`src/design/mad_pkg.sv`:
```
package mad_pkg;

	localparam int WINDOW_LEN     = 11;
	localparam int PACKET_SAMPLES = 56;

	localparam int SAMPLE_W = 12;
	localparam int SUM_W    = 16;
	localparam int COUNT_W  = 8;
	localparam int PACKET_W = 6;
	localparam int POINT_W  = 13;
	localparam int PTR_W    = $clog2(WINDOW_LEN);

	// Reciprocal of the window length, scaled by 2^RECIP_SHIFT and rounded up.
	// The rounding error times the largest sum stays below 2^RECIP_SHIFT, so
	// the product gives the exact truncated quotient for every 16-bit sum.
	localparam int RECIP_SHIFT = 20;
	localparam logic [RECIP_SHIFT-1:0] MEAN_RECIP =
		RECIP_SHIFT'((2 ** RECIP_SHIFT + WINDOW_LEN - 1) / WINDOW_LEN);

	localparam logic [POINT_W-1:0]  POINT_TOP      = POINT_W'(4096);
	localparam logic [COUNT_W-1:0]  RECORD_DEC_RST = COUNT_W'(5);
	localparam logic [COUNT_W-1:0]  DRAW_DEC_RST   = COUNT_W'(4);
	localparam logic [PTR_W-1:0]    PTR_LAST       = PTR_W'(WINDOW_LEN - 1);
	localparam logic [PACKET_W-1:0] PACKET_LAST    = PACKET_W'(PACKET_SAMPLES);

	localparam int CFG_IDX_W = 1;
	localparam logic [CFG_IDX_W-1:0] CFG_RECORD_DEC = 1'b0;
	localparam logic [CFG_IDX_W-1:0] CFG_DRAW_DEC   = 1'b1;

	typedef enum logic [1:0] {
		MODE_NONE = 2'd0,
		MODE_ECG  = 2'd1,
		MODE_PPG  = 2'd2,
		MODE_GSR  = 2'd3
	} mode_t;

	typedef struct packed {
		mode_t                mode;
		logic [SAMPLE_W-1:0]  ecg_sample;
		logic [SAMPLE_W-1:0]  ppg_sample;
		logic [SAMPLE_W-1:0]  gsr_sample;
	} in_item_t;

	typedef struct packed {
		logic [SAMPLE_W-1:0] mean_value;
		logic                record_strobe;
		logic                draw_strobe;
		logic [POINT_W-1:0]  draw_point;
		logic                rate_strobe;
		logic                packet_end;
	} out_item_t;

	// What the window stage hands to the mean stage for one item.
	typedef struct packed {
		logic [SUM_W-1:0] sum;
		logic             record_strobe;
		logic             draw_strobe;
		logic             ecg_mode;
		logic             gsr_mode;
		logic             packet_end;
	} stage_t;

endpackage

```
`src/design/mad_window.sv`:
```
module mad_window
	import mad_pkg::*;
(
	input  logic                  clk,
	input  logic                  arst_n,
	input  logic                  cfg_we,
	input  logic [CFG_IDX_W-1:0]  cfg_index,
	input  logic [COUNT_W-1:0]    cfg_data,
	input  logic                  accept,
	input  in_item_t              in_data,
	input  logic                  advance,
	output logic                  stage_valid,
	output stage_t                stage_data
);

	logic [SAMPLE_W-1:0] store_q [WINDOW_LEN];
	logic [PTR_W-1:0]    ptr_q;
	logic [SUM_W-1:0]    sum_q;
	logic [COUNT_W-1:0]  rec_cnt_q;
	logic [COUNT_W-1:0]  draw_cnt_q;
	logic [PACKET_W-1:0] pkt_cnt_q;
	mode_t               prev_mode_q;
	logic [COUNT_W-1:0]  rec_dec_q;
	logic [COUNT_W-1:0]  draw_dec_q;

	logic                valid_s1;
	stage_t              data_s1;

	logic                mode_change;
	logic                has_sample;
	logic [SAMPLE_W-1:0] sample;
	logic [PTR_W-1:0]    ptr_start;
	logic [PTR_W-1:0]    ptr_next;
	logic [COUNT_W-1:0]  rec_start;
	logic [COUNT_W-1:0]  rec_inc;
	logic [COUNT_W-1:0]  draw_inc;
	logic [PACKET_W-1:0] pkt_start;
	logic [PACKET_W-1:0] pkt_inc;
	logic [SUM_W-1:0]    sum_next;
	logic                draw_hit;
	logic                pkt_hit;

	always_comb begin
		mode_change = (in_data.mode != prev_mode_q);
		ptr_start   = mode_change ? '0 : ptr_q;
		rec_start   = mode_change ? '0 : rec_cnt_q;
		pkt_start   = mode_change ? '0 : pkt_cnt_q;

		has_sample = 1'b1;
		case (in_data.mode)
			MODE_ECG: sample = in_data.ecg_sample;
			MODE_PPG: sample = in_data.ppg_sample;
			MODE_GSR: sample = in_data.gsr_sample;
			default: begin
				sample     = '0;
				has_sample = 1'b0;
			end
		endcase

		ptr_next = (ptr_start == PTR_LAST) ? '0 : ptr_start + PTR_W'(1);
		sum_next = sum_q - SUM_W'(store_q[ptr_start]) + SUM_W'(sample);

		rec_inc  = rec_start + COUNT_W'(1);
		draw_inc = draw_cnt_q + COUNT_W'(1);
		draw_hit = (draw_inc >= draw_dec_q);
		pkt_inc  = pkt_start + PACKET_W'(1);
		pkt_hit  = (pkt_inc >= PACKET_LAST);
	end

	always_ff @(posedge clk or negedge arst_n) begin
		if (!arst_n) begin
			rec_dec_q  <= RECORD_DEC_RST;
			draw_dec_q <= DRAW_DEC_RST;
		end else if (cfg_we) begin
			case (cfg_index)
				CFG_RECORD_DEC: rec_dec_q  <= cfg_data;
				CFG_DRAW_DEC:   draw_dec_q <= cfg_data;
				default: ;
			endcase
		end
	end

	always_ff @(posedge clk or negedge arst_n) begin
		if (!arst_n) begin
			for (int i = 0; i < WINDOW_LEN; i++) begin
				store_q[i] <= '0;
			end
			ptr_q       <= '0;
			sum_q       <= '0;
			rec_cnt_q   <= '0;
			draw_cnt_q  <= '0;
			pkt_cnt_q   <= '0;
			prev_mode_q <= MODE_NONE;
		end else if (accept) begin
			prev_mode_q <= in_data.mode;
			if (has_sample) begin
				store_q[ptr_start] <= sample;
				ptr_q      <= ptr_next;
				sum_q      <= sum_next;
				rec_cnt_q  <= (rec_inc >= rec_dec_q) ? '0 : rec_inc;
				draw_cnt_q <= draw_hit ? '0 : draw_inc;
				pkt_cnt_q  <= pkt_hit ? '0 : pkt_inc;
			end else begin
				// Mode none still restarts the pointer and the record and packet counters on a change.
				ptr_q     <= ptr_start;
				rec_cnt_q <= rec_start;
				pkt_cnt_q <= pkt_start;
			end
		end
	end

	always_ff @(posedge clk or negedge arst_n) begin
		if (!arst_n) begin
			valid_s1 <= 1'b0;
		end else if (accept) begin
			valid_s1 <= has_sample;
		end else if (advance) begin
			valid_s1 <= 1'b0;
		end
	end

	always_ff @(posedge clk) begin
		if (accept) begin
			data_s1.sum           <= sum_next;
			data_s1.record_strobe <= (rec_start == '0);
			data_s1.draw_strobe   <= draw_hit;
			data_s1.ecg_mode      <= (in_data.mode == MODE_ECG);
			data_s1.gsr_mode      <= (in_data.mode == MODE_GSR);
			data_s1.packet_end    <= pkt_hit;
		end
	end

	assign stage_valid = valid_s1;
	assign stage_data  = data_s1;

endmodule

```
`src/design/mad_mean.sv`:
```
module mad_mean
	import mad_pkg::*;
(
	input  logic      clk,
	input  logic      arst_n,
	input  logic      stage_valid,
	input  stage_t    stage_data,
	input  logic      out_stall,
	output logic      advance,
	output logic      out_valid,
	output out_item_t out_data
);

	localparam int PROD_W = SUM_W + RECIP_SHIFT;

	logic                out_valid_q;
	out_item_t           out_data_q;
	logic [PROD_W-1:0]   product;
	logic [SAMPLE_W-1:0] mean;
	logic [POINT_W-1:0]  point;

	always_comb begin
		product = PROD_W'(stage_data.sum) * PROD_W'(MEAN_RECIP);
		mean    = product[RECIP_SHIFT +: SAMPLE_W];
		if (!stage_data.draw_strobe) begin
			point = '0;
		end else if (stage_data.ecg_mode) begin
			point = POINT_TOP - POINT_W'(mean);
		end else begin
			point = POINT_W'(mean);
		end
	end

	// The result register takes a new item whenever it is empty or being read.
	assign advance = !out_valid_q || !out_stall;

	always_ff @(posedge clk or negedge arst_n) begin
		if (!arst_n) begin
			out_valid_q <= 1'b0;
		end else if (advance) begin
			out_valid_q <= stage_valid;
		end
	end

	always_ff @(posedge clk) begin
		if (advance && stage_valid) begin
			out_data_q.mean_value    <= mean;
			out_data_q.record_strobe <= stage_data.record_strobe;
			out_data_q.draw_strobe   <= stage_data.draw_strobe;
			out_data_q.draw_point    <= point;
			out_data_q.rate_strobe   <= !stage_data.gsr_mode;
			out_data_q.packet_end    <= stage_data.packet_end;
		end
	end

	assign out_valid = out_valid_q;
	assign out_data  = out_data_q;

endmodule

```
`src/design/moving_average_decimator_top.sv`:
```
// An accepted item is registered in the window stage, then in the result
// register. Throughput: one item per cycle; input stalls only when the
// window stage and the result register are both full and the result
// is held back.
// Reset clears the window ring, running sum, pointer and counters, sets
// the mode to none and the decimation registers to 5 (record) and 4 (draw).
module moving_average_decimator_top
	import mad_pkg::*;
(
	input  logic                 clk,
	input  logic                 arst_n,
	input  logic                 cfg_we,
	input  logic [CFG_IDX_W-1:0] cfg_index,
	input  logic [COUNT_W-1:0]   cfg_data,
	input  logic                 in_valid,
	output logic                 in_stall,
	input  in_item_t             in_data,
	output logic                 out_valid,
	input  logic                 out_stall,
	output out_item_t            out_data
);

	logic   accept;
	logic   advance;
	logic   stage_valid;
	stage_t stage_data;

	assign in_stall = stage_valid && !advance;
	assign accept   = in_valid && !in_stall;

	mad_window u_window (
		.clk         (clk),
		.arst_n      (arst_n),
		.cfg_we      (cfg_we),
		.cfg_index   (cfg_index),
		.cfg_data    (cfg_data),
		.accept      (accept),
		.in_data     (in_data),
		.advance     (advance),
		.stage_valid (stage_valid),
		.stage_data  (stage_data)
	);

	mad_mean u_mean (
		.clk         (clk),
		.arst_n      (arst_n),
		.stage_valid (stage_valid),
		.stage_data  (stage_data),
		.out_stall   (out_stall),
		.advance     (advance),
		.out_valid   (out_valid),
		.out_data    (out_data)
	);

endmodule

```
`config.mk`:
```
export PLATFORM = sky130hd
export DESIGN_NAME = moving_average_decimator_top
export DESIGN_NICKNAME = d
export VERILOG_FILES = /design/src/design/mad_pkg.sv /design/src/design/mad_window.sv /design/src/design/mad_mean.sv /design/src/design/moving_average_decimator_top.sv
export SDC_FILE = /design/constraint.sdc
export NUM_CORES = 1
export LEC_CHECK = 0
export ABC_AREA = 0
export ABC_CLOCK_PERIOD_IN_PS = 7200
export BUFFER_PORTS_ARGS = -buffer_cell sky130_fd_sc_hd__buf_4
export CORE_MARGIN = 4
export CORE_UTILIZATION = 48
export DETAILED_ROUTE_END_ITERATION = 6
export PLACE_DENSITY = 0.75
export SYNTH_ARGS = -nofsm -noshare
export SYNTH_HDL_FRONTEND = slang
export SYNTH_SLANG_ARGS = --single-unit
```
`constraint.sdc`:
```
create_clock -name clk -period 7.2 [get_ports clk]
set_input_delay 1.44 -clock clk [delete_from_list [all_inputs] [get_ports clk]]
set_output_delay 1.44 -clock clk [all_outputs]
set_load 0.01 [all_outputs]
```
==> results by group, run 1 <==
Timing
  – Max transition margin: 30.6%
  – Count of final hold-check violations: 0
  – Worst Skew: 28.2 ps
  – F_max: 152 MHz
  – Final slew viol count: 0
  – RSZ-0062 raised after global routing: no
  – # setup viols final: 0
  – Worst slew pin tran: 1040 ps
  – Tmin final: 6560 ps
  – Final Cycle Share: 91.1%
  – Post-Route Setup TNS: 0 ps

Cells and area
  – Ant diodes: 0
  – Fin nets: 2205
  – Most frequent cells in the layout: 258 x inv_1, 219 x nand2_1, 190 x dfrtp_1
  – Share of post-route cells with drive strength above 1: 10.9%
  – Synth-to-Final Area Change: 11.0%
  – Most common cell after layout, fill and taps aside: inv_1
  – Fillers: 3076

Die
  – FP Rows: 69
  – Die height: 199 um
  – Die Wd: 199 um
  – Initial Util: 49.0%
  – Core ar.: 0.0358 mm2
  – Die area: 0.0397 mm2
  – Boundary Pins: 83

Worst hold path
  – Hold Path Cell Cnt: 0
  – Hold Startpoint: u_window.stage_data[4]$_DFFE_PP_
  – Hold EP: u_mean.out_data[16]$_DFFE_PP_
  – Worst min path class: flop to flop

Route
  – Vias per cell: 5.55
  – TritonRoute pass-1 iters: 7
  – Metal2 WL: 19.6 mm
  – ANT nets after route: 0
  – DR WL/cell: 17.2 um
  – Initial DRC count: 773
  – Wl on met1: 17.5 mm
  – Top Layer Used: met4
  – # DRC: 0
  – DRT Wirelength: 40.3 mm
  – Via count: 13000
  – DR WL met3: 1.99 mm

CTS
  – Hold buffer count at cts: 0
  – Htree depth: 1
  – CTS tree: built
  – TritonCTS buffer count: 26
  – Clock net sink count: 244
  – Cts repair resizes: 0
  – Clk root buf: clkbuf_16
  – Worst-Skew Late Latency: 560 ps
  – Post-CTS Setup Repair Bufs: 0
  – Clock slew seen by the registers of the worst setup and hold paths: 60 ps
  – Longest Clk Path Bufs: 3

Worst setup path
  – Critical path's most frequent cell: fa_1
  – Slowest-stage cell, CP: edfxtp_1
  – Crit path cell chain: ha_1 > inv_1 > fa_1 > inv_1 > fa_1 > fa_1 > fa_1 > inv_1 > fa_1 > inv_1 > ha_1 > nand4_1 > nor4_1 > a22oi_1 > and4_1 > nor3_2 > o2111ai_2 > o41ai_4 > o21ai_2 > mux2_4
  – Crit-path leading delay family: adder cells
  – FF-to-FF setup slack: 640 ps
  – Reg2reg end: u_mean.out_data[13]$_SDFFCE_PN0P_
  – Critical R2R Launch: u_window.stage_data[8]$_DFFE_PP_
  – Type of the worst setup path: flop to flop
  – Worst reg2reg path depth: 20
  – Setup crit end kind: flop
  – Required @ worst endpoint: 7490 ps
  – Worst setup SP type: flop
  – Buf/Inv on CP: 4
  – Crit path arrival time: 6850 ps
  – Max Fanout on Critical Path: 10
  – Crit path largest cell delay: 640 ps

Yosys
  – Yosys warns: 0
  – Mapped Cells: 1810
  – Post-synth EDFFs: 50
  – Syn Area/Cell: 9.71 um2
  – Mapped Nets: 2149
  – Register area share after synthesis: 36.2%
  – #FFs+latches synth: 244
  – Synth async-reset ratio: 79.5%
  – Post-Syn Area: 0.0176 mm2
  – Cell variety after synth: 73
  – Ys flop type: dfrtp_1

GRT
  – GRT Total Usage: 20.9%
  – Largest net degree at the start of global routing: 123
  – Global route overflow: 0
  – Number of global-route vias before repair: 13400
  – First-pass GRT wire length: 67.6 mm
  – Initial antenna violation count: 0

Placement
  – Final Wtd Congestion: 0.906
  – IO buf count: 82
  – DP HPWL: 29.3 mm

Outcome
  – Run status: completed

Flow run
  – Max Cap Violations: 0
==> Yosys cell counts, types with 3 or more instances <==
cell type	n	area, um2
o21a_1	3	22.5
and3_1	24	150
dfstp_2	3	78.8
dfrtp_1	191	4780
a21o_1	19	143
o211ai_1	4	30.0
a21oi_1	103	515
edfxtp_1	50	1500
a22oi_1	20	150
mux4_2	9	203
nand4_1	5	31.3
o31a_1	3	26.3
o31ai_1	7	52.6
xnor2_1	29	254
nor3_1	12	60.1
o41ai_1	3	26.3
or3_1	9	56.3
nand3b_1	3	22.5
a22o_1	9	78.8
buf_1	6	22.5
xor2_1	21	184
and2_1	6	37.5
inv_1	258	968
nor2_1	96	360
fa_1	107	2140
nand3_1	19	95.1
nand2b_1	5	31.3
nand2_1	219	822
mux2i_1	20	200
nor4_1	3	18.8
o221ai_1	11	96.3
o2bb2ai_1	4	35.0
ha_1	180	2250
o21ai_1	8	40.0
nor3b_1	3	22.5
clkbuf_1	66	248
buf_2	6	30.0
nor2b_1	8	50.1
a211oi_1	5	37.5
mux2_2	34	383
o21ai_0	179	896
==> per-stage QoR <==
stage               cell area, um2  util (%)  hold WS [ps]  setup slack, ps  std cells
floorplan                    17600         -           400             1040       1810
global placement             18700      52.1           405              756       2299
detailed placement           18700      52.1           408              582       2299
CTS                          19500      54.4           419              604       2346
global route                 19500      54.4           421              260       2346
finish                       19500      54.4           414              639       2346
==> per-layer routing <==
metal / vias to the layer above / GRT usage [%]
li1: 6201 / -
met1: 6399 / 27.7
met2: 339 / 35.7
met3: 73 / 3.19
met4: 0 / 6.08
met5: - / 0
==> final cells by class <==
class / instances / area [um2] / share of cell area, %
multi-input cells: 1230 / 9950 / 51.0
flip-flops and latches: 244 / 6360 / 32.6
inverters: 258 / 968 / 4.97
repair buffers: 106 / 802 / 4.11
clock buffers: 41 / 769 / 3.95
well taps: 461 / 577 / 2.96
clock inverters: 6 / 75.1 / 0.385
==> worst max path at each step <==
| stage | start | to | slack [ps] | cells after the start |
|---|---|---|---|---|
| floorplan | u_window.stage_data[9]$_DFFE_PP_ | u_mean.out_data[13]$_SDFFCE_PN0P_ | 1040 | 22 |
| global route | u_window.stage_data[7]$_DFFE_PP_ | u_mean.out_data[10]$_SDFFCE_PN0P_ | 260 | 21 |
| detailed placement | u_window.stage_data[8]$_DFFE_PP_ | u_mean.out_data[10]$_SDFFCE_PN0P_ | 580 | 21 |
| global placement | u_window.stage_data[10]$_DFFE_PP_ | u_mean.out_data[14]$_SDFFCE_PN0P_ | 760 | 21 |
| CTS | u_window.stage_data[8]$_DFFE_PP_ | u_mean.out_data[13]$_SDFFCE_PN0P_ | 600 | 20 |
| finish | u_window.stage_data[8]$_DFFE_PP_ | u_mean.out_data[13]$_SDFFCE_PN0P_ | 640 | 20 |
==> cells by family after synthesis <==
logic type,count (synthesis),share of synthesized area [%]
AND/OR/NAND/NOR,422,10.5
flip-flops,244,36.2
XOR/XNOR,51,2.58
multiplexers,65,4.64
buffers and inverters,336,7.22
adder cells (fa/ha/maj),287,25.0
AO/OA/AOI/OAI,405,13.9
==> flip-flops by register name (all words and copies together), names as in the netlist <==
name / flops
u_window.store_q: 132
u_mean.out_data: 29
u_window.stage_data: 21
u_window.sum_q: 16
u_window.draw_cnt_q: 8
u_window.draw_dec_q: 8
u_window.rec_cnt_q: 8
u_window.rec_dec_q: 8
u_window.pkt_cnt_q: 6
u_window.ptr_q: 4
u_window.prev_mode_q: 2
u_mean.out_valid: 1
u_window.stage_valid: 1
Power of run 1 is left out: the tool's default activity adds up to more than one toggle a clock period on the data nets, which glitch-free logic cannot reach.
==> inputs of run 2 (changes only) <==
==> constraint.sdc (replaced) <==
create_clock -name clk -period 7.2 [get_ports clk]
set_input_delay 0.72 -clock clk [delete_from_list [all_inputs] [get_ports clk]]
set_output_delay 0.72 -clock clk [all_outputs]
set_load 0.01 [all_outputs]
==> run 2 against run 1 <==
Compared with the run above: first-iteration DRC count increased by 36%; largest cell class unchanged; die area is the same; fmax fell by 0.94%; worst hold slack worse by 220 ps.
==> results by group, run 2 (synthesis gave the netlist of run 1 again) <==
Outcome
  – Run status: completed (unchanged)

Cells and area
  – Fillers: 3058 (was 3076)
  – Largest register by flop count: u_window.store_q (unchanged)
  – Fin nets: 2206 (was 2205)
  – Most frequent cells in the layout: 258 x inv_1, 219 x nand2_1, 190 x dfrtp_1 (unchanged)
  – Most common cell after layout, fill and taps aside: inv_1 (unchanged)
  – Synth-to-Final Area Change: 11.1% (was 11.0%)
  – Share of post-route cells with drive strength above 1: 11.2% (was 10.9%)
  – Ant diodes: 0 (unchanged)
  – Largest register FFs: 132 (unchanged)

Worst setup path
  – Crit path arrival time: 6910 ps (was 6850 ps)
  – Setup crit end kind: flop (unchanged)
  – Type of the worst setup path: flop to flop (unchanged)
  – Buf/Inv on CP: 4 (unchanged)
  – Max Fanout on Critical Path: 10 (unchanged)
  – Crit-path leading delay family: adder cells (unchanged)
  – Worst setup SP type: flop (unchanged)
  – Slowest-stage cell, CP: edfxtp_1 (unchanged)
  – Critical path's most frequent cell: fa_1 (unchanged)
  – Crit path cell chain: ha_1 > inv_1 > fa_1 > inv_1 > fa_1 > fa_1 > fa_1 > inv_1 > fa_1 > inv_1 > ha_1 > nand4_1 > nor4_1 > a22oi_1 > and4_1 > nor3_2 > o2111ai_2 > o41ai_4 > o21ai_2 > mux2_4 (unchanged)
  – Required @ worst endpoint: 7480 ps (was 7490 ps)
  – Crit path largest cell delay: 630 ps (was 640 ps)

GRT
  – Initial antenna violation count: 0 (unchanged)
  – Number of global-route vias before repair: 13200 (was 13400)
  – GRT Total Usage: 20.9% (about the same)
  – First-pass GRT wire length: 67.5 mm (was 67.6 mm)
  – Gr busiest metal: met2 (unchanged)
  – Met1 usage: 28.5% (was 27.7%)
  – Met2 Use GR: 35.2% (was 35.7%)
  – GRT met3 Usage: 2.85% (was 3.19%)
  – Global route overflow: 0 (unchanged)
  – Largest net degree at the start of global routing: 86 (was 123)

Die
  – FP Rows: 69 (unchanged)
  – Die area: 0.0397 mm2 (unchanged)
  – Boundary Pins: 83 (unchanged)
  – Die Wd: 199 um (unchanged)
  – Die height: 199 um (unchanged)
  – Initial Util: 49.0% (unchanged)
  – Core ar.: 0.0358 mm2 (unchanged)

Timing
  – # setup viols final: 0 (unchanged)
  – PnR worst setup slack: 577 ps (was 639 ps)
  – Worst hold slack: 195 ps (was 414 ps)
  – Worst slew pin tran: 1020 ps (was 1040 ps)
  – Final slew viol count: 0 (unchanged)
  – Tmin final: 6620 ps (was 6560 ps)
  – RSZ-0062 raised after global routing: no (unchanged)
  – Count of final hold-check violations: 0 (unchanged)
  – F_max: 151 MHz (was 152 MHz)
  – Final Cycle Share: 92.0% (was 91.1%)
  – Max transition margin: 31.7% (was 30.6%)
  – Post-Route Setup TNS: 0 ps (unchanged)
  – Worst Skew: 22.7 ps (was 28.2 ps)

Route
  – ANT nets after route: 0 (unchanged)
  – TritonRoute pass-1 iters: 5 (was 7)
  – Via count: 13000 (about the same)
  – DR WL/cell: 17.3 um (was 17.2 um)
  – DRT Wirelength: 40.5 mm (was 40.3 mm)
  – # DRC: 0 (unchanged)
  – Vias per cell: 5.55 (about the same)
  – Initial DRC count: 1051 (was 773)

CTS
  – Clock slew seen by the registers of the worst setup and hold paths: 70 ps (was 60 ps)
  – Clk root buf: clkbuf_16 (unchanged)
  – Worst-Skew Late Latency: 550 ps (was 560 ps)
  – TritonCTS buffer count: 25 (was 26)
  – Longest Clk Path Bufs: 3 (unchanged)
  – Htree depth: 1 (unchanged)
  – Cts repair resizes: 0 (unchanged)
  – Hold buffer count at cts: 0 (unchanged)
  – Post-CTS Setup Repair Bufs: 0 (unchanged)
  – CTS tree: built (unchanged)
  – Clock net sink count: 244 (unchanged)

Flow run
  – Max Cap Violations: 0 (unchanged)

Placement
  – IO buf count: 82 (unchanged)
  – Final Wtd Congestion: 0.858 (was 0.906)
  – Post-place setup slack: 593 ps (was 582 ps)
  – DP HPWL: 29.9 mm (was 29.3 mm)

Worst hold path
  – Worst min path class: primary input to asynchronous set/reset pin (was flop to flop)
-- run 2: metrics by stage --
step,instance area (um2),util [%],std cells
final,19500,54.5,2347
after global routing,19500,54.5,2347
after CTS,19500,54.5,2347
after detailed placement,18700,52.1,2301
after global placement,18700,52.1,2301
after floorplan,17600,-,1810
-- run 2: cell type report --
cell class	instances	area, um2	share of cell area [%]
multi-input cells	1230	9950	51.0
inverters	258	968	4.96
flip-flops and latches	244	6360	32.6
clock buffers	38	744	3.81
well taps	461	577	2.96
clock inverters	8	96.3	0.494
repair buffers	108	817	4.19
-- run 2: layer usage --
metal / vias up / wire (um)
li1: 6211 / -
met1: 6349 / 17400
met2: 388 / 19700
met3: 79 / 2240
met4: 0 / 1200
met5: - / 0
-- run 2: worst paths after layout --
kind	from	slack [ps]	cells after the start	endpoint
worst max-delay path	u_window.stage_data[10]$_DFFE_PP_	580	20	u_mean.out_data[13]$_SDFFCE_PN0P_
worst min-delay path	arst_n	200	1	u_window.store_q[45]$_DFFE_PN0P_
worst max register to register	u_window.stage_data[10]$_DFFE_PP_	580	20	u_mean.out_data[13]$_SDFFCE_PN0P_
worst min register to register	u_window.store_q[15]$_DFFE_PN0P_	480	2	u_window.store_q[15]$_DFFE_PN0P_
max in group asynchronous	arst_n	5750	2	u_mean.out_valid$_DFFE_PN0N_
min in group clk	cfg_data[1]	390	3	u_window.rec_dec_q[1]$_DFFE_PN0P_
Power of run 2 is left out for the same reason.
